<file path="src/design/srfr_pkg.sv">
// Shared types and constants for the servo reply frame receiver.
`default_nettype none

package srfr_pkg;

  // One input beat: a received byte or a time tick.
  typedef struct packed {
    logic       mode;
    logic [7:0] rx_byte;
  } in_item_t;

  // One result beat.
  typedef struct packed {
    logic [2:0] kind;
    logic [7:0] frame_id;
    logic [7:0] frame_size;
    logic [7:0] command_byte;
    logic [7:0] data_byte;
    logic [7:0] byte_index;
    logic [7:0] expected_sum;
    logic [7:0] received_sum;
  } out_item_t;

  // Result kinds.
  localparam logic [2:0] KIND_FACTOR  = 3'd0;
  localparam logic [2:0] KIND_GOOD    = 3'd1;
  localparam logic [2:0] KIND_BADSUM  = 3'd2;
  localparam logic [2:0] KIND_SHORT   = 3'd3;
  localparam logic [2:0] KIND_TIMEOUT = 3'd4;

  // Input modes.
  localparam logic MODE_BYTE = 1'b0;
  localparam logic MODE_TICK = 1'b1;

  // Header byte and timeout reset value.
  localparam logic [7:0]  HEADER_BYTE   = 8'hFF;
  localparam logic [15:0] TIMEOUT_RESET = 16'd300;

  // Receiver phases.
  typedef enum logic [2:0] {
    PH_HUNT,
    PH_ID,
    PH_SIZE,
    PH_CMD,
    PH_BODY
  } phase_t;

endpackage

`default_nettype wire

</file>
<file path="src/design/srfr_stage.sv">
// One-entry register stage with valid and stall handshake.
`default_nettype none

module srfr_stage #(
  parameter type payload_t = logic [7:0]
) (
  input  wire logic     clk,
  input  wire logic     rst,
  input  wire logic     in_valid,
  output logic          in_stall,
  input  wire payload_t in_data,
  output logic          out_valid,
  input  wire logic     out_stall,
  output payload_t      out_data
);

  logic load;
  logic valid_next;

  // The stage stalls only while it holds a beat that cannot leave.
  assign in_stall   = out_valid && out_stall;
  assign load       = in_valid && !in_stall;
  assign valid_next = load || (out_valid && out_stall);

  // Valid flag.
  always_ff @(posedge clk) begin
    if (rst) begin
      out_valid <= 1'b0;
    end else begin
      out_valid <= valid_next;
    end
  end

  // Payload register, loaded with each accepted beat.
  always_ff @(posedge clk) begin
    if (load) begin
      out_data <= in_data;
    end
  end

endmodule

`default_nettype wire

</file>
<file path="src/design/srfr_core.sv">
// Frame receiver state machine: one step per input beat.
`default_nettype none

module srfr_core
  import srfr_pkg::*;
#(
  parameter int HEADER_LENGTH = 3
) (
  input  wire logic        clk,
  input  wire logic        rst,
  input  wire logic        fire,
  input  wire in_item_t    item,
  input  wire logic [15:0] timeout_ticks,
  output logic             has_result,
  output out_item_t        result
);

  localparam int HW = $clog2(HEADER_LENGTH + 1);
  localparam logic [HW:0] HEADER_LEN_C = (HW + 1)'(HEADER_LENGTH);

  phase_t        phase, phase_next;
  logic [HW-1:0] header_seen, header_seen_next;
  logic [7:0]    held_id, held_id_next;
  logic [7:0]    held_size, held_size_next;
  logic [7:0]    held_command, held_command_next;
  logic [7:0]    running_sum, running_sum_next;
  logic [7:0]    bytes_left, bytes_left_next;
  logic [7:0]    factor_count, factor_count_next;
  logic [15:0]   elapsed_ticks, elapsed_ticks_next;

  logic          restart;
  logic          emit;
  logic [2:0]    emit_kind;
  logic [7:0]    exp_sum;
  logic [16:0]   tick_inc;
  logic [HW:0]   header_inc;
  logic [7:0]    left_dec;

  assign exp_sum    = HEADER_BYTE - running_sum;
  assign tick_inc   = {1'b0, elapsed_ticks} + 17'd1;
  assign header_inc = {1'b0, header_seen} + {{HW{1'b0}}, 1'b1};
  assign left_dec   = bytes_left - 8'd1;

  // Next state: the updates of one step, before any restart of the hunt.
  always_comb begin
    phase_next         = phase;
    header_seen_next   = header_seen;
    held_id_next       = held_id;
    held_size_next     = held_size;
    held_command_next  = held_command;
    running_sum_next   = running_sum;
    bytes_left_next    = bytes_left;
    factor_count_next  = factor_count;
    elapsed_ticks_next = elapsed_ticks;
    restart            = 1'b0;
    emit               = 1'b0;
    emit_kind          = KIND_FACTOR;
    if (item.mode == MODE_TICK) begin
      // Ticks count only once the first header byte has been seen.
      if (!(phase == PH_HUNT && header_seen == '0)) begin
        if (tick_inc > {1'b0, timeout_ticks}) begin
          emit      = 1'b1;
          emit_kind = KIND_TIMEOUT;
          restart   = 1'b1;
        end else begin
          elapsed_ticks_next = tick_inc[15:0];
        end
      end
    end else begin
      case (phase)
        PH_HUNT: begin
          if (item.rx_byte == HEADER_BYTE) begin
            if (header_inc >= HEADER_LEN_C) begin
              header_seen_next = '0;
              phase_next       = PH_ID;
            end else begin
              header_seen_next = header_inc[HW-1:0];
            end
          end else begin
            restart = 1'b1;
          end
        end
        PH_ID: begin
          held_id_next     = item.rx_byte;
          running_sum_next = item.rx_byte;
          phase_next       = PH_SIZE;
        end
        PH_SIZE: begin
          held_size_next   = item.rx_byte;
          running_sum_next = running_sum + item.rx_byte;
          if (item.rx_byte == 8'd0) begin
            emit      = 1'b1;
            emit_kind = KIND_SHORT;
            restart   = 1'b1;
          end else begin
            bytes_left_next = item.rx_byte;
            phase_next      = PH_CMD;
          end
        end
        PH_CMD: begin
          held_command_next = item.rx_byte;
          running_sum_next  = running_sum + item.rx_byte;
          bytes_left_next   = left_dec;
          if (left_dec == 8'd0) begin
            emit      = 1'b1;
            emit_kind = KIND_SHORT;
            restart   = 1'b1;
          end else begin
            phase_next = PH_BODY;
          end
        end
        PH_BODY: begin
          emit = 1'b1;
          if (bytes_left <= 8'd1) begin
            // Last byte of the frame is the checksum.
            emit_kind = (exp_sum == item.rx_byte) ? KIND_GOOD : KIND_BADSUM;
            restart   = 1'b1;
          end else begin
            emit_kind         = KIND_FACTOR;
            running_sum_next  = running_sum + item.rx_byte;
            factor_count_next = factor_count + 8'd1;
            bytes_left_next   = left_dec;
          end
        end
        default: begin
          restart = 1'b1;
        end
      endcase
    end
  end

  // Result: frame fields as they stand after this step's updates.
  always_comb begin
    has_result          = emit;
    result              = '0;
    result.kind         = emit_kind;
    result.frame_id     = held_id_next;
    result.frame_size   = held_size_next;
    result.command_byte = held_command_next;
    if (emit_kind == KIND_FACTOR) begin
      result.data_byte  = item.rx_byte;
      result.byte_index = factor_count;
    end
    if (emit_kind == KIND_GOOD || emit_kind == KIND_BADSUM) begin
      result.expected_sum = exp_sum;
      result.received_sum = item.rx_byte;
    end
  end

  // State registers; a restart clears the whole frame context.
  always_ff @(posedge clk) begin
    if (rst || (fire && restart)) begin
      phase         <= PH_HUNT;
      header_seen   <= '0;
      held_id       <= '0;
      held_size     <= '0;
      held_command  <= '0;
      running_sum   <= '0;
      bytes_left    <= '0;
      factor_count  <= '0;
      elapsed_ticks <= '0;
    end else if (fire) begin
      phase         <= phase_next;
      header_seen   <= header_seen_next;
      held_id       <= held_id_next;
      held_size     <= held_size_next;
      held_command  <= held_command_next;
      running_sum   <= running_sum_next;
      bytes_left    <= bytes_left_next;
      factor_count  <= factor_count_next;
      elapsed_ticks <= elapsed_ticks_next;
    end
  end

endmodule

`default_nettype wire

</file>
<file path="src/design/servo_reply_frame_receiver.sv">
// A result beat passes through the input register and then the result register,
// and a stalled result register holds the step back.
// Throughput: one input beat per cycle while results flow; while a result beat is
// stalled the input register holds one more beat and the input then stalls.
// Reset (rst, synchronous): clears all valid flags and the frame state, and sets
// timeout_ticks to 300. No clearing pass is needed.
`default_nettype none

module servo_reply_frame_receiver
  import srfr_pkg::*;
#(
  parameter int HEADER_LENGTH = 3
) (
  input  wire logic        clk,
  input  wire logic        rst,
  input  wire logic        in_valid,
  output logic             in_stall,
  input  wire in_item_t    in_item,
  output logic             out_valid,
  input  wire logic        out_stall,
  output out_item_t        out_item,
  input  wire logic        cfg_wr_en,
  input  wire logic [15:0] cfg_wr_data
);

  logic        item_valid;
  in_item_t    item;
  logic        res_block;
  logic        fire;
  logic        has_result;
  out_item_t   result;
  logic [15:0] timeout_ticks;

  // Timeout register.
  always_ff @(posedge clk) begin
    if (rst) begin
      timeout_ticks <= TIMEOUT_RESET;
    end else if (cfg_wr_en) begin
      timeout_ticks <= cfg_wr_data;
    end
  end

  // Input register.
  srfr_stage #(.payload_t(in_item_t)) u_in (
    .clk      (clk),
    .rst      (rst),
    .in_valid (in_valid),
    .in_stall (in_stall),
    .in_data  (in_item),
    .out_valid(item_valid),
    .out_stall(res_block),
    .out_data (item)
  );

  // A step runs whenever an input beat is held and the result register can take a beat.
  assign fire = item_valid && !res_block;

  srfr_core #(.HEADER_LENGTH(HEADER_LENGTH)) u_core (
    .clk          (clk),
    .rst          (rst),
    .fire         (fire),
    .item         (item),
    .timeout_ticks(timeout_ticks),
    .has_result   (has_result),
    .result       (result)
  );

  // Result register.
  srfr_stage #(.payload_t(out_item_t)) u_out (
    .clk      (clk),
    .rst      (rst),
    .in_valid (fire && has_result),
    .in_stall (res_block),
    .in_data  (result),
    .out_valid(out_valid),
    .out_stall(out_stall),
    .out_data (out_item)
  );

endmodule

`default_nettype wire

</file>
<file path="config.mk">
export PLATFORM = sky130hd
export DESIGN_NAME = servo_reply_frame_receiver
export DESIGN_NICKNAME = d
export VERILOG_FILES = /design/src/design/srfr_pkg.sv /design/src/design/srfr_stage.sv /design/src/design/srfr_core.sv /design/src/design/servo_reply_frame_receiver.sv
export SDC_FILE = /design/constraint.sdc
export NUM_CORES = 1
export LEC_CHECK = 0
export BUFFER_PORTS_ARGS = -buffer_cell sky130_fd_sc_hd__buf_2
export CORE_MARGIN = 2
export CORE_UTILIZATION = 50
export CTS_CLUSTER_DIAMETER = 80
export CTS_CLUSTER_SIZE = 25
export DETAILED_ROUTE_END_ITERATION = 8
export PLACE_DENSITY = 0.71
export SYNTH_ARGS = -nofsm -noshare
export SYNTH_HDL_FRONTEND = slang
export SYNTH_SLANG_ARGS = --single-unit
</file>
<file path="constraint.sdc">
create_clock -name clk -period 7.6 [get_ports clk]
set_input_delay 0 -clock clk [delete_from_list [all_inputs] [get_ports clk]]
set_output_delay 0 -clock clk [all_outputs]
set_load 0.005 [all_outputs]
</file>
==> results of run 1 <==
placed cells by master (no fill, tap or decap), types with 18 or more instances in the layout:
cell           synthesis  routed
nor2_1               104     104
buf_2                  7      90
dfxtp_1               87      87
edfxtp_1              68      68
nand2_1               49      49
mux2i_1               39      39
dlygate4sd3_1          0      39
xnor2_1               30      30
and2_1                28      28
ha_1                  28      28
inv_1                 25      25
a21oi_1               24      24
mux2_2                24      24
nand3_1               20      20
o21ai_0               18      18
critical path, delay by kind of cell, from the launching register on:
family / cells / cell delay [ps]
simple gates: 7 / 1980
compound gates: 4 / 1430
flops: 1 / 410
xor+xnor: 1 / 150
fa+ha+maj: 1 / 320
buf+inv: 2 / 790
registers in the layout (all words and copies together), names as in the netlist, 3 cells and up:
signal,cells
timeout_ticks,16
u_core.bytes_left,8
u_core.elapsed_ticks,16
u_core.factor_count,8
u_core.held_command,8
u_core.held_id,8
u_core.held_size,8
u_core.phase,3
u_core.running_sum,8
u_in.out_data,9
u_out.out_data,59
power by group:
group	internal [mW]	total, mW	switching (mW)
clock network	0.453	0.777	0.325
logic	0.0400	0.0809	0.0409
registers	0.879	0.893	0.0146
cells by family after synthesis:
| logic type | count (synthesis) |
|---|---|
| AO/OA/AOI/OAI | 86 |
| adder cells (fa/ha/maj) | 29 |
| multiplexers | 63 |
| flip-flops | 155 |
| buffers and inverters | 60 |
| XOR/XNOR | 43 |
| AND/OR/NAND/NOR | 276 |
final cells by class:
type | instances | share of cell area
clock buffer | 19 | 0.05002
multi-input combinational | 497 | 0.3769
inverter | 25 | 0.01060
sequential | 155 | 0.4273
timing repair buffer | 132 | 0.09750
clock inverter | 13 | 0.01173
tap | 184 | 0.02600
final timing paths:
check | startpoint | to | slack, ps | cells past startpoint
worst max-delay path | u_core.elapsed_ticks[2]$_SDFFE_PP0P_ | u_core.bytes_left[5]$_SDFFE_PP0P_ | 2350 | 15
worst max register to register | u_core.elapsed_ticks[2]$_SDFFE_PP0P_ | u_core.bytes_left[5]$_SDFFE_PP0P_ | 2350 | 15
worst min register to register | timeout_ticks[8]$_SDFFE_PP1P_ | timeout_ticks[8]$_SDFFE_PP1P_ | 490 | 2
worst min-delay path | cfg_wr_en | timeout_ticks[2]$_SDFFE_PP1P_ | 60 | 3
per-stage QoR:
stage / total power [mW] / utilization / instance area [um2]
floorplan: 0.9484 / - / 7351
global placement: 0.9724 / 0.5489 / 7918
detailed placement: 0.9753 / 0.5489 / 7918
CTS: 1.761 / 0.6139 / 8855
global route: 1.807 / 0.6139 / 8855
finish: 1.752 / 0.6139 / 8855
per-layer routing:
| layer | global-route usage | wire [um] |
|---|---|---|
| met1 | 0.2413 | 6611 |
| met2 | 0.3705 | 8234 |
| met4 | 0.1059 | 476 |
| met5 | 0 | 0 |
| met3 | 0.04579 | 838 |
==> impl_results.md, run 1 <==
- Initial antenna violation count: 0
- CTS max path bufs: 2
- Area of the multi-input gates: 3337 um2
- Max-cap viol count: 0
- Root buf cell: clkbuf_16
- Outcome: completed
- Yosys warns: 0
- Worst-path maximum fanout: 40
- Dominant cell by count in the synthesized netlist: nor2_1
- Tot GR Track Use: 0.2104
- Layout cells sized above 1: 0.1831
- H-tree levels: 4
- Die area: around 16000 um2
- Element type at the critical path end: register
- First-pass GRT wire length: around 27000 um
- Crit-path slowest cell: o31ai_4
- Die width: approximately 130 um
- Post CTS Setup Buffer Count: 0
- Dpl hpwl: 10940 um
- Clk_lat worst skew: 440 ps
- Placed Cells: between 900 and 1k
- Netlist cell types: 50
- FMAX: between 150 and 200 MHz
- Largest net degree at the start of global routing: 60
- Vias in the first global route: around 5.6k
- TritonCTS clock tree: done
- # fillers: about 1.2k
- Worst slew margin: 0.2055
- Cell Rows: 44
- CP max stage delay: ~1000 ps
- Total power divided by cell area: a little under 200 nW/um2
- Hold-fix buffers, CTS: 39
- Synth area leader: edfxtp_1
- Final setup fails: 0
- Fin crit share: 0.6912
- Inserted Clock Buffers: 17
- Worst slew pin tran: roughly 1200 ps
- Compound-Gate Fraction of Synth Area: 0.07699
- IO Count: a little over 90
- Post-synthesis xor/xnor area fraction: 0.05127
- Top cells by area, synth: edfxtp_1, dfxtp_1, mux2i_1, nor2_1, ha_1
- Core area: ~14000 um2
- Clock transition at the registers of the reported paths: 60 ps
- RSZ-0062 raised after global routing: no
- Hold WS: ~64 ps
- Final WS setup: about 2300 ps
- Crit path launch type: register
- Largest family of logic cells by synthesized area: simple AND/OR/NAND/NOR gates
- Drt total wl: approximately 16000 um
- Simple-gate share of the synthesized area: 0.1824
- Syn_nets: roughly 770
- Via count: around 5.6k
- Primary FF master, synth: dfxtp_1
- I/O Buffers: 90
- Starting Density: 0.5093
- Post-synth top area share: 0.2780
- Via density: between 5 and 6
- WL per Instance: 15.76 um
- Number of remaining DRC errors: 0
- Syn_area_per_cell: 10.32 um2
- Worst ir drop on vdd: about 0.14 mV
- Worst Path Class, Setup: reg2reg
- Final hold vios: 0
- Seq/Total Area, Yosys: 0.5151
- Fraction of registers with async set/reset: 0
- Slew Viols, Final: 0
- Mux cell area share after synthesis: 0.08993
- ANT cells: 0
- Synth cell count leaders: nor2_1, dfxtp_1, edfxtp_1
- Net count, final: between 800 and 900
- CTS resizes: 0
- Tmin final: 5253 ps
- Area Growth Syn to Fin: 20.54%
- Final Skew: around 22 ps
- DP Worst Slack: between 2000 and 2500 ps
- Clk sink count: 155
- Die height: approximately 130 um
- Number of synthesized register bits: around 160
- ANT nets after route: 0
- Number of synthesized flops with an enable pin: 68
- Reg area: between 3000 and 4000 um2
- First drt pass iteration count: 5
- Crit-path cells: nand3_1 > nor3_1 > nand2_1 > or3_1 > xnor2_1 > ha_1 > nand3_1 > nor4_1 > o21ai_0 > a21oi_1 > buf_4 > nor3b_1 > o31ai_4 > buf_4 > a221oi_1
- GR Overflow Total: 0
- Initial DRC Count: roughly 350
- Worst EP required: 7880 ps
- Post-Syn Instances: a little over 700
- Worst min path class: in2reg
- Setup TNS: 0 ps
- Lkg Pwr: about 3.4 nW
- GP Congestion: about 0.81
- Fin cells: just over 1k
- Worst Path Arrival: 5530 ps
- Post-Syn Area: 7346 um2
- Synth Area in Adders: 0.05042
Power figures use the tool's default switching activity.
==> run 2, diff against run 1 <==
- clock period: 7.6 -> 4.6 ns (I/O delays scaled with it)
==> impl_results.md, run 2 (synthesis results as in run 1) <==
- Outcome: completed
- WL per Instance: approximately 16 um
- Cell Area, Placed: ~8000 um2
- Dpl hpwl: 11140 um
- GR Overflow Total: 0
- Worst min path class: in2reg
- Fin cells: a little over 1k
- ANT nets after route: 0
- IO Count: between 90 and 100
- Fin crit share: 0.8907
- Lkg Pwr: between 3 and 4 nW
- Vias in the first global route: between 5k and 6k
- CTS max path bufs: 2
- Die area: roughly 16000 um2
- FMAX: 244.1 MHz
- Most common cell after layout, fill and taps aside: nor2_1
- H-tree levels: 4
- Largest net degree at the start of global routing: 60
- Via density: between 5 and 6
- Clk_lat worst skew: roughly 430 ps
- Final setup fails: 0
- Placed Cells: around 960
- Root buf cell: clkbuf_16
- Final instance area: roughly 9000 um2
- Worst EP required: roughly 4900 ps
- Slew Viols, Final: 0
- Core area: roughly 14000 um2
- Net count, final: roughly 900
- First-pass GRT wire length: ~27000 um
- Starting Density: 0.5093
- Worst slew pin tran: approximately 1300 ps
- Setup TNS: 0 ps
- Area Growth Syn to Fin: 22.06%
- Tmin final: 4097 ps
- Largest register by flop count: u_out.out_data
- # fillers: 1147
- Cell Rows: 44
- ANT cells: 0
- Max-cap viol count: 0
- Worst-path maximum fanout: 18
- Worst Path Arrival: approximately 4400 ps
- Biggest regs: u_out.out_data: 59 flops, timeout_ticks: 16 flops, u_core.elapsed_ticks: 16 flops
- Total power divided by cell area: roughly 330 nW/um2
- Max FFs per register: just under 60
- Worst slew margin: 0.1434
- Clock transition at the registers of the reported paths: about 60 ps
- Initial DRC Count: approximately 370
- Layout cells sized above 1: 0.1929
- Die width: 125.2 um
- Element type at the critical path end: register
- I/O Buffers: 90
- Worst Path Class, Setup: reg2reg
- TritonCTS clock tree: done
- Number of remaining DRC errors: 0
- Initial antenna violation count: 0
- Overall power: just under 3 mW
- Most frequent cells in the layout: nor2_1, buf_2, dfxtp_1, edfxtp_1, nand2_1
- Die height: around 130 um
- Clk sink count: 155
- Tot GR Track Use: 0.2151
- Inserted Clock Buffers: 17
- GP Congestion: ~0.81
- Drt total wl: ~17000 um
- Crit path launch type: register
- First drt pass iteration count: 5
- Via count: 5708
- Reg area: roughly 3800 um2
- Worst ir drop on vdd: 0.2349 mV
- Final Core Density: 0.6216
- RSZ-0062 raised after global routing: no
- Final hold vios: 0
- Area of the multi-input gates: ~3400 um2
- Final Skew: approximately 4.8 ps
-- run 2: per-stage QoR --
| stage | hold slack [ps] | setup WS (ps) |
|---|---|---|
| floorplan | 72.38 | 10.94 |
| global placement | 177.9 | 682.8 |
| detailed placement | 178.7 | 438.9 |
| CTS | 52.36 | 400.3 |
| global route | 108.3 | 172.4 |
| finish | 64.95 | 502.6 |
-- run 2: final timing paths --
check / depth (start not counted) / start / end / slack [ps]
worst max-delay path: 15 / u_core.elapsed_ticks[0]$_SDFFE_PP0P_ / u_core.running_sum[6]$_SDFFE_PP0P_ / 500
worst min-delay path: 3 / cfg_wr_en / timeout_ticks[2]$_SDFFE_PP1P_ / 60
worst max register to register: 15 / u_core.elapsed_ticks[0]$_SDFFE_PP0P_ / u_core.running_sum[6]$_SDFFE_PP0P_ / 500
worst min register to register: 2 / u_core.header_seen[0]$_SDFFE_PP0P_ / u_core.header_seen[1]$_SDFFE_PP0P_ / 490
-- run 2: layout make-up --
class	count	share of cell area
Sequential cell	155	0.4220
Multi-Input combinational cell	497	0.3757
Timing Repair Buffer	136	0.1024
Clock buffer	20	0.05107
Tap cell	184	0.02568
Clock inverter	12	0.01270
Inverter	25	0.01047
-- run 2: what timing repair did --
action	CTS	global route
hold buffers	39	0
buffers inserted	0	0
gates resized for setup	0	1
endpoints found under the setup margin	0	16
endpoints found under the hold margin	27	0
-- run 2: worst max-delay path, stage by stage (launching register included) --
cell,delay [ps]
dfxtp_1,420
ha_1,230
nand3_1,190
nor2_1,190
and4_1,270
nand3_1,130
xnor2_1,150
ha_1,290
nand3_1,130
nor4_1,310
o21ai_0,200
a21oi_2,220
nor3b_2,100
o31ai_4,680
buf_4,360
a311oi_1,70
-- run 2: metal layers --
| layer | track usage | vias up | share of wire |
|---|---|---|---|
| met1 | 0.2535 | 2743 | 0.41 |
| met5 | 0 | - | 0 |
| met2 | 0.3769 | 171 | 0.51 |
| li1 | - | 2752 | - |
| met3 | 0.05520 | 42 | 0.051 |
| met4 | 0.08366 | 0 | 0.028 |
-- run 2: where the power goes --
group / internal, mW / switching, mW
combinational: 0.0687 / 0.0695
clock: 0.780 / 0.573
sequential: 1.45 / 0.0254
total: 2.30 / 0.668
==> run 3, diff against run 2 <==
- CORE_MARGIN: 2 -> 5
==> impl_results.md, run 3 (synthesis results as in run 1) <==
- Outcome: completed
- Most frequent cells in the layout: nor2_1, buf_2, dfxtp_1, edfxtp_1, nand2_1
- Final hold vios: 0
- First drt pass iteration count: 5
- Number of remaining DRC errors: 0
- Lkg Pwr: 3.477 nW
- Total power divided by cell area: between 300 and 400 nW/um2
- IO Count: 91
- Via count: between 5k and 6k
- ANT nets after route: 0
- Area Growth Syn to Fin: 22.30%
- Net count, final: 894
- Setup TNS: 0 ps
- Most common cell after layout, fill and taps aside: nor2_1
- Worst slew margin: 0.4731
- Max FFs per register: 59
- H-tree levels: 4
- Die width: about 130 um
- Largest net degree at the start of global routing: between 50 and 60
- I/O Buffers: 90
- GP Congestion: 0.8765
- First-pass GRT wire length: 28660 um
- Final setup fails: 0
- Crit path launch type: register
- Final Skew: between 6 and 7 ps
- Met1 usage in global routing: 0.2203
- Worst Path Class, Setup: reg2reg
- Worst-path maximum fanout: 45
- Hold WS: 72.10 ps
- Initial antenna violation count: 0
- Clk sink count: ~160
- Worst EP required: approximately 5000 ps
- Max-cap viol count: 0
- Clk_lat worst skew: approximately 420 ps
- Tmin final: roughly 3800 ps
- Cell Rows: 44
- Slew Viols, Final: 0
- CTS max path bufs: 2
- Grt met2 use: 0.3660
- Biggest regs: u_out.out_data: 59 flops, timeout_ticks: 16 flops, u_core.elapsed_ticks: 16 flops
- Busiest grt layer: met2
- Dpl hpwl: ~11000 um
- Core area: 14480 um2
- DP Worst Slack: around 830 ps
- Tot GR Track Use: 0.2024
- Element type at the critical path end: register
- Vias in the first global route: 5874
- WL per Instance: 16.33 um
- Worst min path class: in2reg
- Drt total wl: about 17000 um
- Layout cells sized above 1: 0.1946
- Die height: 131.2 um
- Worst ir drop on vdd: around 0.19 mV
- Overall power: 3.002 mW
- Placed Cells: 961
- GR Overflow Total: 0
- Fin cells: roughly 1.0k
- Clock transition at the registers of the reported paths: ~60 ps
- TritonCTS clock tree: done
- Largest register by flop count: u_out.out_data
- Root buf cell: clkbuf_16
- Inserted Clock Buffers: 17
- Worst slew pin tran: between 700 and 800 ps
- Final WS setup: between 700 and 800 ps
- GR Util met3: 0.04931
- Fin crit share: 0.8359
- Starting Density: 0.5073
- RSZ-0062 raised after global routing: no
- Die area: between 15000 and 20000 um2
- # fillers: between 1k and 1.5k
- Worst Path Arrival: 4160 ps
- Initial DRC Count: roughly 360
- Via density: 5.507
- ANT cells: 0
- FMAX: about 260 MHz
[run 3: critical path, stage by stage (launching register included)]
cell and delay (ps):
dfxtp_1 410, ha_1 240, nand3_1 190, nor2_1 180, and4_1 270, nand3_1 130
xnor2_1 150, ha_1 290, nand3_1 130, nor4_1 330, and4_1 270, a21oi_2 50
nor3b_2 370, o31ai_4 120, buf_4 290, a221oi_1 300
[run 3: path summary, 6_finish.rpt]
path | from | endpoint | slack (ps) | cells after the start
min | cfg_wr_en | timeout_ticks[2]$_SDFFE_PP1P_ | 70 | 3
max reg2reg | u_core.elapsed_ticks[0]$_SDFFE_PP0P_ | u_core.bytes_left[0]$_SDFFE_PP0P_ | 760 | 15
max | u_core.elapsed_ticks[0]$_SDFFE_PP0P_ | u_core.bytes_left[0]$_SDFFE_PP0P_ | 760 | 15
min reg2reg | u_core.held_command[2]$_SDFFE_PP0P_ | u_core.held_command[2]$_SDFFE_PP0P_ | 490 | 2
[run 3: timing repair]
item	in CTS	in global routing
hold endpoints to repair	27	0
buffers inserted	0	0
hold buffers	39	0
resized for setup	0	0
[run 3: metrics by stage]
step | instance area (um2) | utilization
after floorplan | 7383 | -
after global placement | 8008 | 0.5531
after detailed placement | 8008 | 0.5531
after CTS | 8984 | 0.6205
after global routing | 8984 | 0.6205
final | 8984 | 0.6205
[run 3: layer usage]
layer  part of all wire  vias to the layer above
met5                  0                        -
met1               0.38                     2702
met2               0.53                      164
met4              0.035                        0
met3              0.052                       44
li1                   -                     2773
[run 3: cell type report]
cell class	instances	area (um2)	area share
flip-flops and latches	155	3784	0.4212
multi-input cells	497	3362	0.3742
repair buffers	139	928.4	0.1033
clock buffers	21	440.4	0.04903
well taps	184	230.2	0.02563
clock inverters	11	145.1	0.01616
inverters	25	93.84	0.01045
[run 3: report_power, final]
group          internal [mW]  switching, mW
clock network          0.853          0.537
logic                 0.0674         0.0691
registers               1.45         0.0242
total                   2.37          0.630
